**src/rtl/prefixed_number_literal_recognizer_top_macros.svh**
```systemverilog
// Assertion macros shared by the recogniser RTL.
`ifndef PREFIXED_NUMBER_LITERAL_RECOGNIZER_TOP_MACROS_SVH
`define PREFIXED_NUMBER_LITERAL_RECOGNIZER_TOP_MACROS_SVH

// Plain property checked on every clock edge outside reset.
`define PNLR_ASSERT(lbl, prop, msg) \
	lbl: assert property (@(posedge clk) disable iff (!arst_n) (prop)) else $error(msg);

// Antecedent in this cycle, consequent in the next one.
`define PNLR_ASSERT_NEXT(lbl, ante, cons, msg) \
	lbl: assert property (@(posedge clk) disable iff (!arst_n) (ante) |=> (cons)) \
		else $error(msg);

`endif

```
**src/rtl/pnlr_pkg.sv**
```systemverilog
// Shared types and constants for the prefixed number literal recogniser.
package pnlr_pkg;

	localparam int unsigned ValueWidthDefault = 64;
	localparam int unsigned IntWidth          = 64;
	localparam int unsigned QueueDepth        = 2;

	localparam logic [7:0] CharDec   = 8'h23; // '#'
	localparam logic [7:0] CharHex   = 8'h24; // '$'
	localparam logic [7:0] CharBin   = 8'h25; // '%'
	localparam logic [7:0] CharReal  = 8'h26; // '&'
	localparam logic [7:0] CharMinus = 8'h2D;
	localparam logic [7:0] CharPlus  = 8'h2B;
	localparam logic [7:0] CharPoint = 8'h2E;
	localparam logic [7:0] CharExp   = 8'h65; // lower-case 'e' only
	localparam logic [7:0] CharZero  = 8'h30;
	localparam logic [7:0] CharOne   = 8'h31;
	localparam logic [7:0] CharNine  = 8'h39;
	localparam logic [7:0] CharLowA  = 8'h61;
	localparam logic [7:0] CharLowF  = 8'h66;
	localparam logic [7:0] CharUpA   = 8'h41;
	localparam logic [7:0] CharUpF   = 8'h46;

	typedef enum logic [5:0] {
		FORM_START  = 6'b000001,
		FORM_DEC    = 6'b000010,
		FORM_HEX    = 6'b000100,
		FORM_BIN    = 6'b001000,
		FORM_REAL   = 6'b010000,
		FORM_REJECT = 6'b100000
	} form_t;

	typedef enum logic [1:0] {
		KIND_NAN   = 2'd0,
		KIND_INT   = 2'd1,
		KIND_REAL  = 2'd2,
		KIND_RANGE = 2'd3
	} kind_t;

	typedef struct packed {
		form_t      prefix;
		logic       dec_digit;
		logic       hex_digit;
		logic       bin_digit;
		logic [3:0] digit;
		logic       minus;
		logic       plus;
		logic       point;
		logic       exp_mark;
		logic       last;
	} char_class_t;

	typedef struct packed {
		logic        valid;
		char_class_t item;
	} q_entry_t;

endpackage

```
**src/rtl/pnlr_if.sv**
```systemverilog
// Request channel interfaces: token characters in, classified literals out.
interface pnlr_char_if;
	logic       valid;
	logic       ready;
	logic [7:0] token_char;
	logic       last_char;

	modport source (output valid, token_char, last_char, input ready);
	modport sink (input valid, token_char, last_char, output ready);
endinterface

interface pnlr_result_if;
	logic                          valid;
	logic                          ready;
	logic [1:0]                    literal_kind;
	logic [pnlr_pkg::IntWidth-1:0] integer_value;

	modport source (output valid, literal_kind, integer_value, input ready);
	modport sink (input valid, literal_kind, integer_value, output ready);
endinterface

```
**src/rtl/pnlr_front.sv**
```systemverilog
// Front end: takes a character request and decodes it into a character class.
module pnlr_front (
	pnlr_char_if.sink          chars,
	input  logic               push_ready,
	output pnlr_pkg::q_entry_t push
);
	import pnlr_pkg::*;

	char_class_t cls;
	logic [7:0]  ch;
	logic        is_dec;
	logic        is_low;
	logic        is_up;

	assign ch     = chars.token_char;
	assign is_dec = (ch >= CharZero) && (ch <= CharNine);
	assign is_low = (ch >= CharLowA) && (ch <= CharLowF);
	assign is_up  = (ch >= CharUpA) && (ch <= CharUpF);

	always_comb begin
		unique case (ch)
			CharDec:  cls.prefix = FORM_DEC;
			CharHex:  cls.prefix = FORM_HEX;
			CharBin:  cls.prefix = FORM_BIN;
			CharReal: cls.prefix = FORM_REAL;
			default:  cls.prefix = FORM_REJECT;
		endcase
		cls.dec_digit = is_dec;
		cls.hex_digit = is_dec || is_low || is_up;
		cls.bin_digit = (ch == CharZero) || (ch == CharOne);
		// letters a-f / A-F sit at low nibble 1..6
		cls.digit     = is_dec ? ch[3:0] : 4'(ch[3:0] + 4'd9);
		cls.minus     = (ch == CharMinus);
		cls.plus      = (ch == CharPlus);
		cls.point     = (ch == CharPoint);
		cls.exp_mark  = (ch == CharExp);
		cls.last      = chars.last_char;
	end

	assign push.valid  = chars.valid;
	assign push.item   = cls;
	assign chars.ready = push_ready;

endmodule

```
**src/rtl/pnlr_queue.sv**
```systemverilog
// Short queue of decoded characters between the front and back ends.
`include "prefixed_number_literal_recognizer_top_macros.svh"
module pnlr_queue (
	input  logic               clk,
	input  logic               arst_n,
	input  pnlr_pkg::q_entry_t push,
	output logic               push_ready,
	output pnlr_pkg::q_entry_t head,
	input  logic               pop
);
	import pnlr_pkg::*;

	localparam int unsigned PtrW = (QueueDepth > 1) ? $clog2(QueueDepth) : 1;
	localparam int unsigned CntW = $clog2(QueueDepth + 1);

	char_class_t     mem_q [QueueDepth];
	logic [PtrW-1:0] wr_q;
	logic [PtrW-1:0] rd_q;
	logic [CntW-1:0] count_q;
	logic            do_push;
	logic            do_pop;

	assign push_ready = (count_q != CntW'(QueueDepth));
	assign do_push    = push.valid && push_ready;
	assign do_pop     = pop && (count_q != '0);
	assign head.valid = (count_q != '0);
	assign head.item  = mem_q[rd_q];

	always_ff @(posedge clk) begin
		if (do_push) begin
			mem_q[wr_q] <= push.item;
		end
	end

	always_ff @(posedge clk or negedge arst_n) begin
		if (!arst_n) begin
			wr_q    <= '0;
			rd_q    <= '0;
			count_q <= '0;
		end else begin
			if (do_push) begin
				wr_q <= (wr_q == PtrW'(QueueDepth - 1)) ? '0 : PtrW'(wr_q + 1'b1);
			end
			if (do_pop) begin
				rd_q <= (rd_q == PtrW'(QueueDepth - 1)) ? '0 : PtrW'(rd_q + 1'b1);
			end
			unique case ({do_push, do_pop})
				2'b10:   count_q <= CntW'(count_q + 1'b1);
				2'b01:   count_q <= CntW'(count_q - 1'b1);
				default: count_q <= count_q;
			endcase
		end
	end

	`PNLR_ASSERT(a_pop_nonempty, !pop || head.valid, "pop from empty queue")
	`PNLR_ASSERT(a_count_bound, count_q <= CntW'(QueueDepth), "queue count overflow")

endmodule

```
**src/rtl/pnlr_back.sv**
```systemverilog
// Back end: runs the token state, accumulates the value and holds the result.
`include "prefixed_number_literal_recognizer_top_macros.svh"
module pnlr_back #(
	parameter int unsigned VALUE_WIDTH = pnlr_pkg::ValueWidthDefault
) (
	input  logic               clk,
	input  logic               arst_n,
	input  pnlr_pkg::q_entry_t head,
	output logic               pop,
	pnlr_result_if.source      results
);
	import pnlr_pkg::*;

	localparam int unsigned AccW = VALUE_WIDTH + 4;

	form_t                  form_q, form_n;
	logic [1:0]             pos_q, pos_n;
	logic                   minus_q, minus_n;
	logic                   point_q, point_n;
	logic                   exp_q, exp_n;
	logic                   exps_q, exps_n;
	logic                   digit_q, digit_n;
	logic                   big_q, big_n;
	logic [VALUE_WIDTH-1:0] mag_q, mag_n;

	logic                   out_valid_q;
	kind_t                  out_kind_q;
	logic [VALUE_WIDTH-1:0] out_mag_q;
	logic                   out_neg_q;

	char_class_t            c;
	logic                   take;
	logic                   acc;
	logic [AccW-1:0]        mag_ext;
	logic [AccW-1:0]        scaled;
	logic [AccW-1:0]        sum;
	logic [AccW-1:0]        limit;
	logic                   over;
	kind_t                  kind_n;
	logic [VALUE_WIDTH-1:0] res_mag;
	logic                   res_neg;
	logic [VALUE_WIDTH-1:0] neg_val;

	assign c    = head.item;
	// a non-final character needs no room in the result register
	assign take = head.valid && (!c.last || !out_valid_q || results.ready);
	assign pop  = take;

	// radix step: x10 as shift-add, x16 and x2 as shifts
	always_comb begin
		mag_ext = AccW'(mag_q);
		unique case (form_q)
			FORM_HEX: scaled = mag_ext << 4;
			FORM_BIN: scaled = mag_ext << 1;
			default:  scaled = AccW'((mag_ext << 3) + (mag_ext << 1));
		endcase
		sum   = AccW'(scaled + AccW'(c.digit));
		limit = (form_q == FORM_DEC) ? (AccW'(1) << (VALUE_WIDTH - 1))
		                             : AccW'((AccW'(1) << VALUE_WIDTH) - 1'b1);
		over  = (sum > limit);
	end

	always_comb begin
		form_n  = form_q;
		minus_n = minus_q;
		point_n = point_q;
		exp_n   = exp_q;
		exps_n  = exps_q;
		digit_n = digit_q;
		big_n   = big_q;
		mag_n   = mag_q;
		acc     = 1'b0;
		unique case (form_q)
			FORM_START: form_n = c.prefix;
			FORM_DEC: begin
				if (c.dec_digit) acc = 1'b1;
				else if (c.minus && (pos_q == 2'd1) && !minus_q) minus_n = 1'b1;
				else form_n = FORM_REJECT;
			end
			FORM_HEX: begin
				if (c.hex_digit) acc = 1'b1;
				else form_n = FORM_REJECT;
			end
			FORM_BIN: begin
				if (c.bin_digit) acc = 1'b1;
				else form_n = FORM_REJECT;
			end
			FORM_REAL: begin
				priority if (c.dec_digit) digit_n = 1'b1;
				else if (c.minus && (pos_q == 2'd1)) minus_n = 1'b1;
				else if (c.point && !point_q) point_n = 1'b1;
				else if (c.exp_mark && !exp_q) exp_n = 1'b1;
				else if ((c.minus || c.plus) && exp_q && !exps_q) exps_n = 1'b1;
				else form_n = FORM_REJECT;
			end
			default: form_n = FORM_REJECT;
		endcase
		if (acc) begin
			digit_n = 1'b1;
			if (!big_q) begin
				if (over) big_n = 1'b1;
				else mag_n = sum[VALUE_WIDTH-1:0];
			end
		end
		pos_n = (pos_q == 2'd3) ? pos_q : 2'(pos_q + 2'd1);
	end

	// classification of the finished token
	always_comb begin
		kind_n  = KIND_NAN;
		res_mag = '0;
		res_neg = 1'b0;
		if (digit_n) begin
			if (form_n == FORM_REAL) begin
				kind_n = KIND_REAL;
			end else if ((form_n == FORM_HEX) || (form_n == FORM_BIN)) begin
				if (big_n) kind_n = KIND_RANGE;
				else begin
					kind_n  = KIND_INT;
					res_mag = mag_n;
				end
			end else if (form_n == FORM_DEC) begin
				// positive tops out one below the negative bound
				if (big_n || (!minus_n && mag_n[VALUE_WIDTH-1])) kind_n = KIND_RANGE;
				else begin
					kind_n  = KIND_INT;
					res_mag = mag_n;
					res_neg = minus_n;
				end
			end
		end
	end

	always_ff @(posedge clk or negedge arst_n) begin
		if (!arst_n) begin
			form_q  <= FORM_START;
			pos_q   <= '0;
			minus_q <= 1'b0;
			point_q <= 1'b0;
			exp_q   <= 1'b0;
			exps_q  <= 1'b0;
			digit_q <= 1'b0;
			big_q   <= 1'b0;
			mag_q   <= '0;
		end else if (take) begin
			if (c.last) begin
				form_q  <= FORM_START;
				pos_q   <= '0;
				minus_q <= 1'b0;
				point_q <= 1'b0;
				exp_q   <= 1'b0;
				exps_q  <= 1'b0;
				digit_q <= 1'b0;
				big_q   <= 1'b0;
				mag_q   <= '0;
			end else begin
				form_q  <= form_n;
				pos_q   <= pos_n;
				minus_q <= minus_n;
				point_q <= point_n;
				exp_q   <= exp_n;
				exps_q  <= exps_n;
				digit_q <= digit_n;
				big_q   <= big_n;
				mag_q   <= mag_n;
			end
		end
	end

	always_ff @(posedge clk or negedge arst_n) begin
		if (!arst_n) begin
			out_valid_q <= 1'b0;
		end else if (take && c.last) begin
			out_valid_q <= 1'b1;
		end else if (results.ready) begin
			out_valid_q <= 1'b0;
		end
	end

	always_ff @(posedge clk) begin
		if (take && c.last) begin
			out_kind_q <= kind_n;
			out_mag_q  <= res_mag;
			out_neg_q  <= res_neg;
		end
	end

	// negation sits after the result register, off the accumulate path
	assign neg_val               = VALUE_WIDTH'('0 - out_mag_q);
	assign results.valid         = out_valid_q;
	assign results.literal_kind  = out_kind_q;
	assign results.integer_value = IntWidth'(out_neg_q ? neg_val : out_mag_q);

	`PNLR_ASSERT(a_big_has_digit, !big_q || digit_q, "overflow flag without a digit")
	`PNLR_ASSERT_NEXT(a_token_clears, take && c.last, (form_q == FORM_START) && (pos_q == 2'd0) && !digit_q, "state not cleared after token end")
	`PNLR_ASSERT(a_neg_is_int, !(out_valid_q && out_neg_q) || (out_kind_q == KIND_INT), "negated value on a non-integer result")

endmodule

```
**src/rtl/prefixed_number_literal_recognizer_top.sv**
```systemverilog
// The queue registers characters; the result register holds each token's result.
// Throughput: one character per cycle while results are taken, set by the back end's
// radix multiply-add (shift-add by 10, 16 or 2 plus overflow compare) done once per
// character. A two-entry character queue and a result register decouple the two sides.
// Reset (arst_n low, asynchronous): queue emptied, token state at start, no result.
module prefixed_number_literal_recognizer_top #(
	parameter int unsigned VALUE_WIDTH = pnlr_pkg::ValueWidthDefault
) (
	input  logic          clk,
	input  logic          arst_n,
	pnlr_char_if.sink     chars,
	pnlr_result_if.source results
);
	import pnlr_pkg::*;

	q_entry_t push;
	q_entry_t head;
	logic     push_ready;
	logic     pop;

	pnlr_front u_front (
		.chars      (chars),
		.push_ready (push_ready),
		.push       (push)
	);

	pnlr_queue u_queue (
		.clk        (clk),
		.arst_n     (arst_n),
		.push       (push),
		.push_ready (push_ready),
		.head       (head),
		.pop        (pop)
	);

	pnlr_back #(
		.VALUE_WIDTH (VALUE_WIDTH)
	) u_back (
		.clk     (clk),
		.arst_n  (arst_n),
		.head    (head),
		.pop     (pop),
		.results (results)
	);

endmodule

```
**src/flat_wrapper.sv**
```systemverilog
// flat-port wrapper written by rule: the top's interface ports become plain ports
module prefixed_number_literal_recognizer_top_flat import pnlr_pkg::*;
#(
	parameter int unsigned VALUE_WIDTH = pnlr_pkg::ValueWidthDefault
)
  (clk, arst_n, chars_valid, chars_token_char, chars_last_char, chars_ready, results_valid, results_literal_kind, results_integer_value, results_ready);
  pnlr_char_if chars_i ();
  pnlr_result_if results_i ();
  input  logic clk;
  input  logic arst_n;
  input wire logic [$bits(chars_i.valid)-1:0] chars_valid;
  input wire logic [$bits(chars_i.token_char)-1:0] chars_token_char;
  input wire logic [$bits(chars_i.last_char)-1:0] chars_last_char;
  output wire logic [$bits(chars_i.ready)-1:0] chars_ready;
  output wire logic [$bits(results_i.valid)-1:0] results_valid;
  output wire logic [$bits(results_i.literal_kind)-1:0] results_literal_kind;
  output wire logic [$bits(results_i.integer_value)-1:0] results_integer_value;
  input wire logic [$bits(results_i.ready)-1:0] results_ready;
  assign chars_i.valid = chars_valid;
  assign chars_i.token_char = chars_token_char;
  assign chars_i.last_char = chars_last_char;
  assign chars_ready = chars_i.ready;
  assign results_valid = results_i.valid;
  assign results_literal_kind = results_i.literal_kind;
  assign results_integer_value = results_i.integer_value;
  assign results_i.ready = results_ready;
  prefixed_number_literal_recognizer_top #(.VALUE_WIDTH(VALUE_WIDTH)) u_core (.clk(clk), .arst_n(arst_n), .chars(chars_i), .results(results_i));
endmodule
```
**config.mk**
```make
export PLATFORM = sky130hd
export DESIGN_NAME = prefixed_number_literal_recognizer_top_flat
export DESIGN_NICKNAME = d
export VERILOG_FILES = /design/src/rtl/pnlr_pkg.sv /design/src/rtl/pnlr_if.sv /design/src/rtl/pnlr_front.sv /design/src/rtl/pnlr_queue.sv /design/src/rtl/pnlr_back.sv /design/src/rtl/prefixed_number_literal_recognizer_top.sv /design/src/flat_wrapper.sv
export VERILOG_INCLUDE_DIRS = /design/src /design/src/rtl
export SDC_FILE = /design/constraint.sdc
export NUM_CORES = 1
export LEC_CHECK = 0
export BUFFER_PORTS_ARGS = -buffer_cell sky130_fd_sc_hd__buf_2
export CORE_MARGIN = 4
export CORE_UTILIZATION = 50
export DETAILED_ROUTE_END_ITERATION = 16
export PLACE_DENSITY = 0.68
export SLEW_MARGIN = 10
export SYNTH_ARGS = -nofsm -noshare
export SYNTH_HDL_FRONTEND = slang
export SYNTH_HIERARCHICAL = 1
export SYNTH_SLANG_ARGS = --single-unit
```
**constraint.sdc**
```tcl
create_clock -name clk -period 8.5 [get_ports clk]
set_clock_uncertainty 0.2 [all_clocks]
set_input_delay 1.7 -clock clk [delete_from_list [all_inputs] [get_ports clk]]
set_output_delay 1.7 -clock clk [all_outputs]
set_load 0.1 [all_outputs]
```
### Word-level counts from Yosys, hierarchy flattened

Memories as Yosys holds them, arrays and structs flattened.
Cells that the tools add are included.

* equal/unequal tests: 29
* multiplexer cells: 74
* reduce and logical (&&, ||, !) cells: 42
* add/subtract/negate cells: 9
* magnitude comparators: 7
* bitwise logic cells: 2

Operator list (count)
* 64-bit 2-to-1 mux: 9
* 68-bit case mux with 2 select lines: 1
* 8-bit by 6-bit == test with 1-bit output (second input constant): 9
* 67-bit by 65-bit adder with 68-bit output: 1
* 68-bit by 4-bit adder with 68-bit output: 1
* 68-bit by 64-bit greater-than comparator with 1-bit output: 1
* 1-bit by 64-bit subtractor with 64-bit output (first input constant): 1
* 63-bit 2-to-1 mux: 1
* 6-bit 2-to-1 mux: 10
* 1-bit 2-to-1 mux: 40
* 6-bit case mux with 5 select lines: 1
* 6-bit case mux with 4 select lines: 1
* 8-bit by 7-bit >= comparator with 1-bit output (second input constant): 2
* 8-bit by 7-bit less-or-equal comparator with 1-bit output (second input constant): 2
* 1-bit logical AND: 14
* 2-bit 2-to-1 mux: 7
* 2-bit nonzero test: 7
* 6-bit by 2-bit == test with 1-bit output (second input constant): 2
* 6-bit by 3-bit == test with 1-bit output (second input constant): 2
* 6-bit by 4-bit == test with 1-bit output (second input constant): 2
* 6-bit by 5-bit == test with 1-bit output (second input constant): 2
* 2-bit != test (second input constant): 6
* 8-bit by 7-bit == test with 1-bit output (second input constant): 1
* 8-bit by 6-bit >= comparator with 1-bit output (second input constant): 1
* other kinds (21): 39

* bits of input ports: 13
* bits in registers: 150
* RAM bits: 36
* logic and storage cells: 181
* output and inout port bits: 68
* memories: 1

Memory list
* u_core.u_queue.mem_q: words 2, width 18, rd ports 1, clocked after Yosys merged registers in 0, wr ports 1, line pnlr_queue.sv:16 `char_class_t mem_q [QueueDepth];`

### Depth between registers and ports, before layout

Gate-level depths: netlist of run 1.
An unclocked memory read counts as a cell.

* word-level depth: 14
* depth in mapped cells: 40
* mapped depth without buffers: 31

### Hierarchy

The synthesis of run 1 kept the hierarchy.

Modules (own cells, without submodules)
* pnlr_back: area each 16824.9 um^2, times used 1, sequential area each 3990.1 um^2, cells an instance 2094
* pnlr_queue: area each 1501.4 um^2, times used 1, sequential area each 1181.1 um^2, cells an instance 73
* pnlr_front: area each 415.4 um^2, times used 1, sequential area each 0.0 um^2, cells an instance 56

### Worst setup path before layout of run 1

Ideal clock, no wire load.

* path type: register to register
* from: reg u_core.u_back.form_q[1]
* to: reg u_core.u_back.out_mag_q[45], data pin
* data required time: 8.045 ns
* setup slack: 0.530 ns
* library setup time: 0.255 ns
* path buffers: 10
* cell stages (with the launch flop): 39
* arrival time: 7.515 ns
* clock period less this slack: 7.970 ns
* path through: dfrtp_1 -> nor4_4 -> nand2_1 -> buf_2 -> buf_2 -> buf_2 -> buf_2 -> buf_2 -> buf_1 -> clkbuf_1 -> a22o_1 -> ha_1 -> a21oi_1 -> nor3_1 -> and3_1 -> nand2_1 -> or4_4 -> nand3b_4 -> [... 3 more ...] -> ha_1 -> a21o_1 -> a21o_1 -> a21o_1 -> a21o_1 -> a21oi_1 -> o21ai_0 -> nand4b_1 -> a2111oi_0 -> nor2_1 -> nor3b_1 -> mux2i_1 -> a211o_1 -> buf_2 -> clkbuf_1 -> clkbuf_1 -> nand2_1 -> a21oi_2

* cells in the longest elaborated chain, start to end: 12
* elaborated cells on any way between the ends: 43
* those cells by class: add/sub: 1; order compare: 1; eq/ne: 9; mux: 26; bitwise: 1; reduce/logical: 5

RTL lines
* start: declaration: line pnlr_back.sv:16 `form_t form_q, form_n;`
* start signal: assignment: line pnlr_back.sv:157 `form_q <= form_n;`
* 6-bit by 4-bit == test with 1-bit output or 6-bit by 3-bit == test with 1-bit output (tied branches): line pnlr_back.sv:52, pnlr_back.sv:73
* 68-bit case mux with 2 select lines: line pnlr_back.sv:52 `unique case (form_q)`
* 68-bit by 4-bit adder with 68-bit output: line pnlr_back.sv:57 `sum = AccW'(scaled + AccW'(c.digit));`
* 68-bit by 64-bit greater-than comparator with 1-bit output: line pnlr_back.sv:60 `over = (sum > limit);`
* 64-bit 2-to-1 mux: line pnlr_back.sv:101 `if (over) big_n = 1'b1;`
* 64-bit 2-to-1 mux: line pnlr_back.sv:100 `if (!big_q) begin`
* 64-bit 2-to-1 mux: line pnlr_back.sv:98 `if (acc) begin`
* 1-bit logical AND: line pnlr_back.sv:124 `if (big_n || (!minus_n && mag_n[VALUE_WIDTH-1])) kind_n = KIND_RANGE;`
* 1-bit logical OR: line pnlr_back.sv:124
* 64-bit 2-to-1 mux: line pnlr_back.sv:124
* 64-bit 2-to-1 mux: line pnlr_back.sv:122 `end else if (form_n == FORM_DEC) begin`
* 64-bit 2-to-1 mux: line pnlr_back.sv:116 `end else if ((form_n == FORM_HEX) || (form_n == FORM_BIN)) begin`
* end signal: assignment: line pnlr_back.sv:183 `out_mag_q <= res_mag;`
* end: declaration: line pnlr_back.sv:28 `logic [VALUE_WIDTH-1:0] out_mag_q;`

Parallel ways exist; a longest one is shown, timed or not.
A chain may end at the register's enable or synchronous reset.

### Worst setup path in the final report of run 1

* from: reg u_core.u_back.mag_q[2]
* to: reg u_core.u_back.out_mag_q[2], data pin

* cells in the longest elaborated chain, start to end: 12
* elaborated cells on any way between the ends: 16
* those cells by class: add/sub: 2; order compare: 1; mux: 11; reduce/logical: 2

RTL lines
* start: declaration: line pnlr_back.sv:24 `logic [VALUE_WIDTH-1:0] mag_q, mag_n;`
* start signal: assignment: line pnlr_back.sv:165 `mag_q <= mag_n;`
* 67-bit by 65-bit adder with 68-bit output: line pnlr_back.sv:55 `default: scaled = AccW'((mag_ext << 3) + (mag_ext << 1));`
* 68-bit case mux with 2 select lines: line pnlr_back.sv:52
* 68-bit by 4-bit adder with 68-bit output: line pnlr_back.sv:57
* 68-bit by 64-bit greater-than comparator with 1-bit output: line pnlr_back.sv:60
* 64-bit 2-to-1 mux: line pnlr_back.sv:101
* 64-bit 2-to-1 mux: line pnlr_back.sv:100
* 64-bit 2-to-1 mux: line pnlr_back.sv:98
* 1-bit logical AND: line pnlr_back.sv:124
* 1-bit logical OR: line pnlr_back.sv:124
* 64-bit 2-to-1 mux: line pnlr_back.sv:124
* 64-bit 2-to-1 mux: line pnlr_back.sv:122
* 64-bit 2-to-1 mux *: line pnlr_back.sv:116

Mark *: on every way between the ends. The rest lies on a longest branch, timed or not.

==> impl_metrics.env, run 1 <==
export IMPL_final_nets=2581
export IMPL_drtIter0Drc=2084
export IMPL_std_cell_rows=70
export IMPL_crit_slowest_cell="or4_4"
export IMPL_die_y_um=202
export IMPL_worst_pin_slew_ns=0.973
export IMPL_max_stage_delay_ns=0.54
export IMPL_met3_length_mm=5.69
export IMPL_vias=18900
export IMPL_fin_setup_tns_ns=0
export IMPL_utilization_pct=59.0
export IMPL_min_path_type="register to register"
export IMPL_arrival_ns=8.19
export IMPL_synth_seq_cells=186
export IMPL_drive_gt1_share_pct=19.5
export IMPL_clk_latency_ns=0.48
export IMPL_ys_seq_area_share_pct=27.6
export IMPL_initial_core_util_pct=50.9
export IMPL_syn_avg_cell_area_um2=8.43
export IMPL_switching_share_pct=59.1
export IMPL_hpwlAfterDp_mm=53.6
export IMPL_io_pins=81
export IMPL_numClockSinks=186
export IMPL_pwr_share_comb_pct=60.3
export IMPL_worstReg2RegEnd="u_core/u_back/out_mag_q[2]"
export IMPL_yosysWarnings=6
export IMPL_synth_edff_count=103
export IMPL_antenna_found_initial=0
export IMPL_final_common_cell="nand2_1"
export IMPL_dieArea_um2=40600
export IMPL_layout_worst_path_cycle_share_pct=95.2
export IMPL_grt_usage_pct=32.5
export IMPL_vias_per_cell=6.50
export IMPL_r2r_cells=31
export IMPL_avgRoutedWirePerCell_um=23.4
export IMPL_pwr_share_clk_pct=15.0
export IMPL_slew_headroom_pct=34.4
export IMPL_setup_viol=0
export IMPL_grt_overflow=0
export IMPL_die_w_um=202
export IMPL_clk_pin_slew_worst_paths_ns=0.08
export IMPL_grt_max_degree=65
export IMPL_p_leak_nw=8.92
export IMPL_globalplace_congestion=1.01
export IMPL_post_route_min_period_ns=8.09
export IMPL_p_int_mw=2.28
export IMPL_drc_errors=0
export IMPL_endpoint="u_core/u_back/out_mag_q[2]"
export IMPL_worst_ep_required_time_ns=8.60
export IMPL_maxCapViolCount=0
export IMPL_h_tree_depth=4
export IMPL_powerDensity_nw_per_um2=257
export IMPL_final_antenna_net_count=0
export IMPL_first_global_vias=18200
export IMPL_top_layer="met4"
export IMPL_tritoncts="done"
export IMPL_synth_ff_type="edfxtp_1"
export IMPL_numPortBuffers=80
export IMPL_clk_path_buf_depth=2
export IMPL_cp_common_cell="a21o_1"
export IMPL_r2r_start="u_core/u_back/mag_q[2]"
export IMPL_final_cell_mix="nand2_1, buf_4, a21oi_1, nor2_1, ha_1"
export IMPL_p_switching_mw=3.30
export IMPL_firstDrtPassIters=6
export IMPL_async_flop_share_pct=44.6
export IMPL_routed_wl_mm=68.0
export IMPL_r2r_slack_ns=0.41
export IMPL_vdd_ir_drop_max_mv=0.601
export IMPL_end_kind="register"
export IMPL_synth_cells=2223
export IMPL_grt_pass1_wl_mm=105
export IMPL_hold_viol_final=0
export IMPL_numCtsBuffers=17
export IMPL_synth_area_um2=18700
export IMPL_crit_start="u_core/u_back/mag_q[2]"
export IMPL_areaGrowthSynthToFinish_pct=15.8
export IMPL_max_freq_mhz=124
export IMPL_critPathLaunchType="register"
export IMPL_hold_buffers=0
export IMPL_rsz0062_at_grt="no"
export IMPL_cts_root_buf="clkbuf_16"
export IMPL_synth_nets=2375
export IMPL_routed_wl_met2_mm=29.5
export IMPL_nFillCells=3303
export IMPL_core_area_um2=36800
export IMPL_seqPwrFrac_pct=24.7
export IMPL_slew_violations=0
export IMPL_netlist_cell_type_count=107
export IMPL_antenna_cells=0
export IMPL_wl_met1_mm=30.8
export IMPL_crit_fanout=6
export IMPL_status="completed"
export IMPL_worstSetupPathType="register to register"
## cell families after synthesis
group,Yosys count,share of synthesized area (%)
AOI/OAI and AO/OA,735,27.7
adders and majority gates,139,9.36
muxes,42,2.40
buffers and inverters,164,4.09
and+or+nand+nor,805,21.8
other,1,0.0200
xor gates and xnor gates,151,7.06
DFF,186,27.6
## worst min-delay path by stage
| stage | startpoint | endpoint | slack, ns | cells after the start |
|---|---|---|---|---|
| after floorplan | u_core/u_back/point_q | u_core/u_back/point_q | 0.25 | 2 |
| after global placement | u_core/u_back/point_q | u_core/u_back/point_q | 0.27 | 2 |
| after detailed placement | u_core/u_queue/wr_q | u_core/u_queue/wr_q | 0.29 | 1 |
| after CTS | u_core/u_queue/wr_q | u_core/u_queue/wr_q | 0.30 | 1 |
| after global routing | u_core/u_queue/count_q[1] | u_core/u_queue/count_q[1] | 0.34 | 1 |
| final | u_core/u_queue/wr_q | u_core/u_queue/wr_q | 0.30 | 1 |
## sequential cells by signal, summed over array words and instances (netlist names), 2 cells and up
register / flops
u_core/u_queue/count_q: 2
u_core/u_back/pos_q: 2
u_core/u_back/mag_q: 64
u_core/u_back/results.literal_kind: 2
u_core/u_back/form_q: 6
u_core/u_back/out_mag_q: 64
u_core/u_queue/mem_q: 36
## cell type report
type,count,area (µm²),area share (%)
Inverter,41,154,0.709
Tap cell,468,586,2.70
Clock inverter,14,165,0.761
Sequential cell,186,5170,23.8
Clock buffer,18,429,1.98
Timing Repair Buffer,310,2300,10.6
Multi-Input combinational cell,1873,12900,59.4
## power by group through the flow
| stage | logic, mW | clock network, mW | registers (mW) |
|---|---|---|---|
| finish | 3.37 | 0.838 | 1.38 |
| global route | 3.51 | 0.891 | 1.41 |
| CTS | 3.37 | 0.853 | 1.38 |
| floorplan | 2.67 | 0 | 1.39 |
| global placement | 3.31 | 0 | 1.38 |
| detailed placement | 3.36 | 0 | 1.40 |
## what timing repair did
item / CTS / global route
setup endpoints to repair: 0 / 131
gates resized for setup: 0 / 12
buffers inserted: 0 / 2
## through the flow
step / total power [mW] / hold slack (ns) / instance area [µm²] / cells / setup slack [ns]
2_1_floorplan: 4.06 / 0.254 / 18700 / 2223 / 0.530
3_3_place_gp: 4.70 / 0.271 / 21000 / 2876 / 0.433
3_5_place_dp: 4.75 / 0.289 / 21000 / 2876 / 0.152
4_1_cts: 5.60 / 0.305 / 21600 / 2908 / 0.0925
5_1_grt: 5.81 / 0.338 / 21700 / 2910 / 0.00350
6_report: 5.59 / 0.302 / 21700 / 2910 / 0.409
## per-layer routing
layer,vias up,global-route usage (%)
met1,9161,46.5
met2,772,49.5
li1,8844,-
met5,-,0
met3,125,6.83
met4,0,10.1
## cells in the mapped netlist, types with 22 or more instances
cell type,instances,share of area (%)
a22o_1,98,4.6
a21o_1,50,2.0
ha_1,137,9.1
nand2b_1,23,0.77
or3_1,29,0.97
nor2_1,138,2.8
buf_2,37,0.99
xnor2_1,111,5.2
dfrtp_1,82,11
a22oi_1,32,1.3
clkbuf_1,58,1.2
a21oi_1,145,3.9
edfxtp_1,103,17
mux2_2,22,1.3
nor3_1,54,1.4
a21oi_2,53,2.5
o31ai_1,23,0.92
nand4_1,61,2.0
xor2_1,40,1.9
nand3_1,36,0.96
nand2_1,287,5.7
and3_1,22,0.73
inv_1,40,0.80
or4_1,22,0.88
o21ai_0,126,3.4
## worst max-delay path: cells and delay by family, from the launching register on
family | cells | cell delay [ns]
mux | 1 | 0.16
simple gates | 10 | 2.60
buf+inv | 3 | 0.44
flops | 1 | 0.39
compound gates | 14 | 3.29
fa+ha+maj | 2 | 0.64
xor+xnor | 1 | 0.19
(Power assumes the default switching activity.)
==> run 2, diff against run 1 <==
CTS_BUF_LIST = sky130_fd_sc_hd__clkbuf_8   (was unset)
==> run 2 against run 1 <==
Compared with the run above: clock power is 24% lower; critical endpoint is now results_integer_value[60]; cell area is 0.80% lower; via count is 0.29% higher.
==> impl_metrics.env, run 2 (synthesis gave the netlist of run 1 again) <==
export IMPL_p_switching_mw=3.28
export IMPL_hold_viol_final=0
export IMPL_clk_path_buf_depth=2
export IMPL_r2r_cells=31
export IMPL_min_to="u_core/u_queue/wr_q"
export IMPL_utilization_pct=58.5
export IMPL_std_cell_rows=70
export IMPL_die_w_um=202
export IMPL_clk_pin_slew_worst_paths_ns=0.12
export IMPL_hpwlAfterDp_mm=53.6
export IMPL_core_area_um2=36800
export IMPL_pwr_share_clk_pct=11.9
export IMPL_grt_usage_pct=32.4
export IMPL_crit_slowest_cell="edfxtp_1"
export IMPL_nFillCells=3325
export IMPL_critPathLaunchType="register"
export IMPL_hold_buffers=0
export IMPL_final_antenna_net_count=0
export IMPL_worst_pin_slew_ns=0.947
export IMPL_numClockSinks=186
export IMPL_path_delay_family="simple AND/OR/NAND/NOR gates"
export IMPL_final_nets=2583
export IMPL_final_common_cell="nand2_1"
export IMPL_min_path_type="register to register"
export IMPL_slew_headroom_pct=36.2
export IMPL_numCtsBuffers=17
export IMPL_io_pins=81
export IMPL_maxCapViolCount=0
export IMPL_p_int_mw=2.11
export IMPL_cts_root_buf="clkbuf_8"
export IMPL_grt_pass1_wl_mm=105
export IMPL_grt_max_degree=65
export IMPL_top_regs="u_core/u_back/mag_q: 64 flops, u_core/u_back/out_mag_q: 64 flops, u_core/u_queue/mem_q: 36 flops"
export IMPL_drc_errors=0
export IMPL_place_inst=2876
export IMPL_drtIter0Drc=2158
export IMPL_worstHoldStart="u_core/u_queue/wr_q"
export IMPL_layout_worst_path_cycle_share_pct=95.6
export IMPL_grt_overflow=0
export IMPL_fin_setup_tns_ns=0
export IMPL_vdd_ir_drop_max_mv=0.601
export IMPL_final_cell_mix="nand2_1, buf_4, a21oi_1, nor2_1, ha_1"
export IMPL_crit_fanout=7
export IMPL_arrival_ns=6.22
export IMPL_worstPathBufferInverterCount=1
export IMPL_cp_common_cell="or4_1"
export IMPL_h_tree_depth=4
export IMPL_p_leak_nw=8.85
export IMPL_slew_violations=0
export IMPL_end_kind="primary output"
export IMPL_status="completed"
export IMPL_crit_chain="nor4_2, nand3_1, or4_1, nand2b_1, or4_1, or4_4, or3_1, or4_1, nand2b_1, or4_1, o31ai_2, xnor2_1, buf_2"
export IMPL_drive_gt1_share_pct=19.6
export IMPL_instances_no_fill=2912
export IMPL_dieArea_um2=40600
export IMPL_firstDrtPassIters=6
export IMPL_whs_path_depth=1
export IMPL_die_y_um=202
export IMPL_switching_share_pct=60.9
export IMPL_initial_core_util_pct=50.9
export IMPL_routed_wl_mm=67.9
export IMPL_rsz0062_at_grt="no"
export IMPL_r2r_start="u_core/u_back/mag_q[2]"
export IMPL_vias_per_cell=6.51
export IMPL_max_stage_delay_ns=0.59
export IMPL_areaGrowthSynthToFinish_pct=14.9
export IMPL_worstSetupPathType="register to primary output"
export IMPL_first_global_vias=18100
export IMPL_antenna_cells=0
export IMPL_powerDensity_nw_per_um2=250
export IMPL_vias=19000
export IMPL_pwr_share_comb_pct=62.5
export IMPL_worst_ep_required_time_ns=6.60
export IMPL_max_freq_mhz=123
export IMPL_globalplace_congestion=1.01
export IMPL_worstReg2RegEnd="u_core/u_back/out_mag_q[62]"
export IMPL_avgRoutedWirePerCell_um=23.3
export IMPL_tritoncts="done"
export IMPL_seqPwrFrac_pct=25.6
export IMPL_antenna_found_initial=0
export IMPL_clk_latency_ns=0.54
export IMPL_post_route_min_period_ns=8.12
export IMPL_setup_viol=0
export IMPL_r2r_slack_ns=0.42
export IMPL_numPortBuffers=80
[run 2: power groups by stage]
stage	sequential, mW	combinational (mW)	clock, mW
2_1_floorplan	1.39	2.67	0
3_3_place_gp	1.38	3.31	0
3_5_place_dp	1.40	3.36	0
4_1_cts	1.38	3.37	0.652
5_1_grt	1.40	3.51	0.691
6_report	1.38	3.37	0.639
[run 2: repair_timing]
item,in CTS,in global routing
setup buffers,0,4
setup endpoints to repair,0,131
resized for setup,0,13
[run 2: area by class of cell]
type                       instances  area, µm²  area share (%)
multi-input combinational       1873      12900            59.9
sequential                       186       5170            24.0
timing repair buffer             312       2320            10.8
tap                              468        586            2.72
clock buffer                      17        234            1.09
clock inverter                    15        169           0.784
inverter                          41        154           0.715
[run 2: worst max path at each step]
| stage | startpoint | endpoint | slack, ns | depth (start not counted) |
|---|---|---|---|---|
| global placement | u_core/u_back/mag_q[2] | u_core/u_back/out_mag_q[2] | 0.43 | 31 |
| CTS | u_core/u_back/mag_q[0] | u_core/u_back/out_mag_q[2] | 0.08 | 32 |
| floorplan | u_core/u_back/form_q[1] | u_core/u_back/out_mag_q[45] | 0.53 | 38 |
| finish | u_core/u_back/out_mag_q[2] | results_integer_value[60] | 0.38 | 13 |
| detailed placement | u_core/u_back/mag_q[0] | u_core/u_back/out_mag_q[2] | 0.15 | 32 |
| global route | u_core/u_back/mag_q[0] | u_core/u_back/out_mag_q[2] | 0.009 | 35 |
[run 2: through the flow]
| stage | power [mW] | cell area [µm²] | hold slack, ns | setup slack (ns) |
|---|---|---|---|---|
| 3_5_place_dp | 4.75 | 21000 | 0.289 | 0.152 |
| 6_report | 5.39 | 21500 | 0.305 | 0.376 |
| 4_1_cts | 5.39 | 21400 | 0.310 | 0.0841 |
| 2_1_floorplan | 4.06 | 18700 | 0.254 | 0.530 |
| 3_3_place_gp | 4.70 | 21000 | 0.271 | 0.433 |
| 5_1_grt | 5.61 | 21500 | 0.344 | 0.00944 |
[run 2: metal layers]
layer	vias to the layer above	wire length (µm)	global-route usage, %	part of all wire [%]
met1	9162	30900	46.9	46
met5	-	0	0	0
met3	119	5640	6.45	8.3
li1	8862	-	-	-
met2	813	29400	49.4	43
met4	0	1940	9.33	2.9
==> run 3, diff against run 2 <==
PLACE_DENSITY = 0.66   (was 0.68)
clock period = 9.85 ns   (was 8.5 ns; I/O delays follow)
==> run 3 against run 2 <==
Compared with the run above: via count fell by 5.0%; clock power decreased by 14%; largest power group unchanged; sequential power decreased by 12%; total power decreased by 15%; sequential cell count is the same; core utilization is 4.5 points lower; routed wire length is 6.7% lower.
==> impl_metrics.env, run 3 (synthesis gave the netlist of run 1 again) <==
export IMPL_status="completed"
export IMPL_core_area_um2=36800
export IMPL_end_kind="register"
export IMPL_placed_area_um2=19400
export IMPL_arrival_ns=9.61
export IMPL_p_total_mw=4.57
export IMPL_first_global_vias=17300
export IMPL_initial_core_util_pct=50.9
export IMPL_max_freq_mhz=106
export IMPL_hold_buffers=0
export IMPL_firstDrtPassIters=7
export IMPL_cts_root_buf="clkbuf_8"
export IMPL_drtIter0Drc=1801
export IMPL_antenna_found_initial=2
export IMPL_globalplace_congestion=1.03
export IMPL_vias_per_cell=6.64
export IMPL_areaGrowthSynthToFinish_pct=6.05
export IMPL_die_w_um=202
export IMPL_h_tree_depth=4
export IMPL_post_route_cell_area_um2=19900
export IMPL_tritoncts="done"
export IMPL_post_place_ws_ns=0.179
export IMPL_powerDensity_nw_per_um2=230
export IMPL_crit_fanout=65
export IMPL_numPortBuffers=80
export IMPL_cts_post_setup_buffers_inserted=0
export IMPL_rsz0062_at_grt="no"
export IMPL_crit_slowest_cell="nor4_1"
export IMPL_clk_latency_ns=0.54
export IMPL_io_pins=81
export IMPL_vdd_ir_drop_max_mv=0.823
export IMPL_ff_latch_area_um2=5170
export IMPL_slew_headroom_pct=26.2
export IMPL_p_leak_nw=7.80
export IMPL_final_antenna_net_count=0
export IMPL_whs_path_depth=1
export IMPL_vias=18000
export IMPL_r2r_start="u_core/u_back/mag_q[2]"
export IMPL_dieArea_um2=40600
export IMPL_worst_pin_slew_ns=1.10
export IMPL_grt_overflow=0
export IMPL_fin_setup_tns_ns=0
export IMPL_maxCapViolCount=0
export IMPL_final_cell_mix="nand2_1, a21oi_1, nor2_1, ha_1, o21ai_0"
export IMPL_die_y_um=202
export IMPL_top_regs="u_core/u_back/mag_q: 64 flops, u_core/u_back/out_mag_q: 64 flops, u_core/u_queue/mem_q: 36 flops"
export IMPL_setup_ws_ns=0.451
export IMPL_grt_usage_pct=30.6
export IMPL_drc_errors=0
export IMPL_multi_input_area_um2=12900
export IMPL_clk_pin_slew_worst_paths_ns=0.12
export IMPL_worst_ep_required_time_ns=10.06
export IMPL_max_stage_delay_ns=0.96
export IMPL_final_nets=2384
export IMPL_r2r_cells=28
export IMPL_worstHoldStart="u_core/u_queue/count_q[1]"
export IMPL_min_to="u_core/u_queue/count_q[1]"
export IMPL_routed_wl_mm=63.4
export IMPL_final_common_cell="nand2_1"
export IMPL_avgRoutedWirePerCell_um=23.4
export IMPL_clk_path_buf_depth=2
export IMPL_post_route_min_period_ns=9.40
export IMPL_nFillCells=3493
export IMPL_worstReg2RegEnd="u_core/u_back/mag_q[24]"
export IMPL_grt_pass1_wl_mm=99.6
export IMPL_drive_gt1_share_pct=12.3
export IMPL_grt_max_degree=66
export IMPL_numClockSinks=186
export IMPL_critPathLaunchType="register"
export IMPL_hpwlAfterDp_mm=49.0
export IMPL_hold_viol_final=0
export IMPL_r2r_slack_ns=0.45
export IMPL_setup_viol=0
export IMPL_std_cell_rows=70
export IMPL_slew_violations=0
export IMPL_layout_worst_path_cycle_share_pct=95.4
export IMPL_numCtsBuffers=17
export IMPL_hold_ws_ns=0.312
export IMPL_worstSetupPathType="register to register"
export IMPL_min_path_type="register to register"
## run 3: cell types whose count changed in the layout (fill, tap and decap cells not counted), sizes merged
cell,delta
diode,+1
inv,-2
clkinv,+1
buf,-199
clkinvlp,+1
## run 3: critical path, delay by kind of cell, from the launching register on
kind | cells | cell delay, ns
AO/OA/AOI/OAI | 11 | 3.28
AND/OR/NAND/NOR | 9 | 3.24
adder cells (fa/ha/maj) | 3 | 0.97
buffers and inverters | 3 | 0.66
flip-flops | 1 | 0.45
XOR/XNOR | 1 | 0.25
multiplexers | 1 | 0.16
## run 3: timing repair
action | CTS | global route
endpoints found under the setup margin | 0 | 131
gates resized for setup | 0 | 8
hold endpoints to repair | 0 | 0
## run 3: where the power goes
| group | internal (mW) | leakage [nW] | total, mW | switching (mW) |
|---|---|---|---|---|
| combinational | 0.531 | 5.45 | 2.81 | 2.28 |
| sequential | 1.04 | 2.14 | 1.21 | 0.165 |
| clock | 0.194 | 0.204 | 0.548 | 0.355 |
## run 3: layout make-up
cell class | count | area share [%]
diodes | 1 | 0.0126
clock buffers | 17 | 1.18
clock inverters | 15 | 0.869
inverters | 41 | 0.774
multi-input cells | 1873 | 64.7
flip-flops and latches | 186 | 26.0
well taps | 468 | 2.95
repair buffers | 113 | 3.48
## run 3: worst max path at each step
stage / startpoint / end / slack, ns / cells past startpoint
2_1_floorplan: u_core/u_back/form_q[1] / u_core/u_back/out_mag_q[45] / 1.88 / 38
3_3_place_gp: u_core/u_back/mag_q[2] / u_core/u_back/mag_q[17] / 0.38 / 32
3_5_place_dp: u_core/u_back/mag_q[10] / u_core/u_back/mag_q[14] / 0.18 / 27
4_1_cts: u_core/u_back/mag_q[10] / u_core/u_back/mag_q[27] / 0.11 / 27
5_1_grt: u_core/u_back/mag_q[2] / u_core/u_back/mag_q[24] / 0.14 / 28
6_report: u_core/u_back/mag_q[2] / u_core/u_back/mag_q[24] / 0.45 / 28
## run 3: layer usage
metal / vias to the layer above / track usage, % / part of all wire (%)
met2: 712 / 47.7 / 44
met5: - / 0 / 0.021
met4: 2 / 8.64 / 2.6
li1: 8470 / - / -
met1: 8725 / 42.5 / 45
met3: 102 / 7.49 / 8.3
## run 3: per-stage QoR
step,utilization (%),instances
3_3_place_gp,52.9,2681
3_5_place_dp,52.9,2681
5_1_grt,54.0,2714
2_1_floorplan,-,2223
6_report,54.0,2714
4_1_cts,54.0,2713
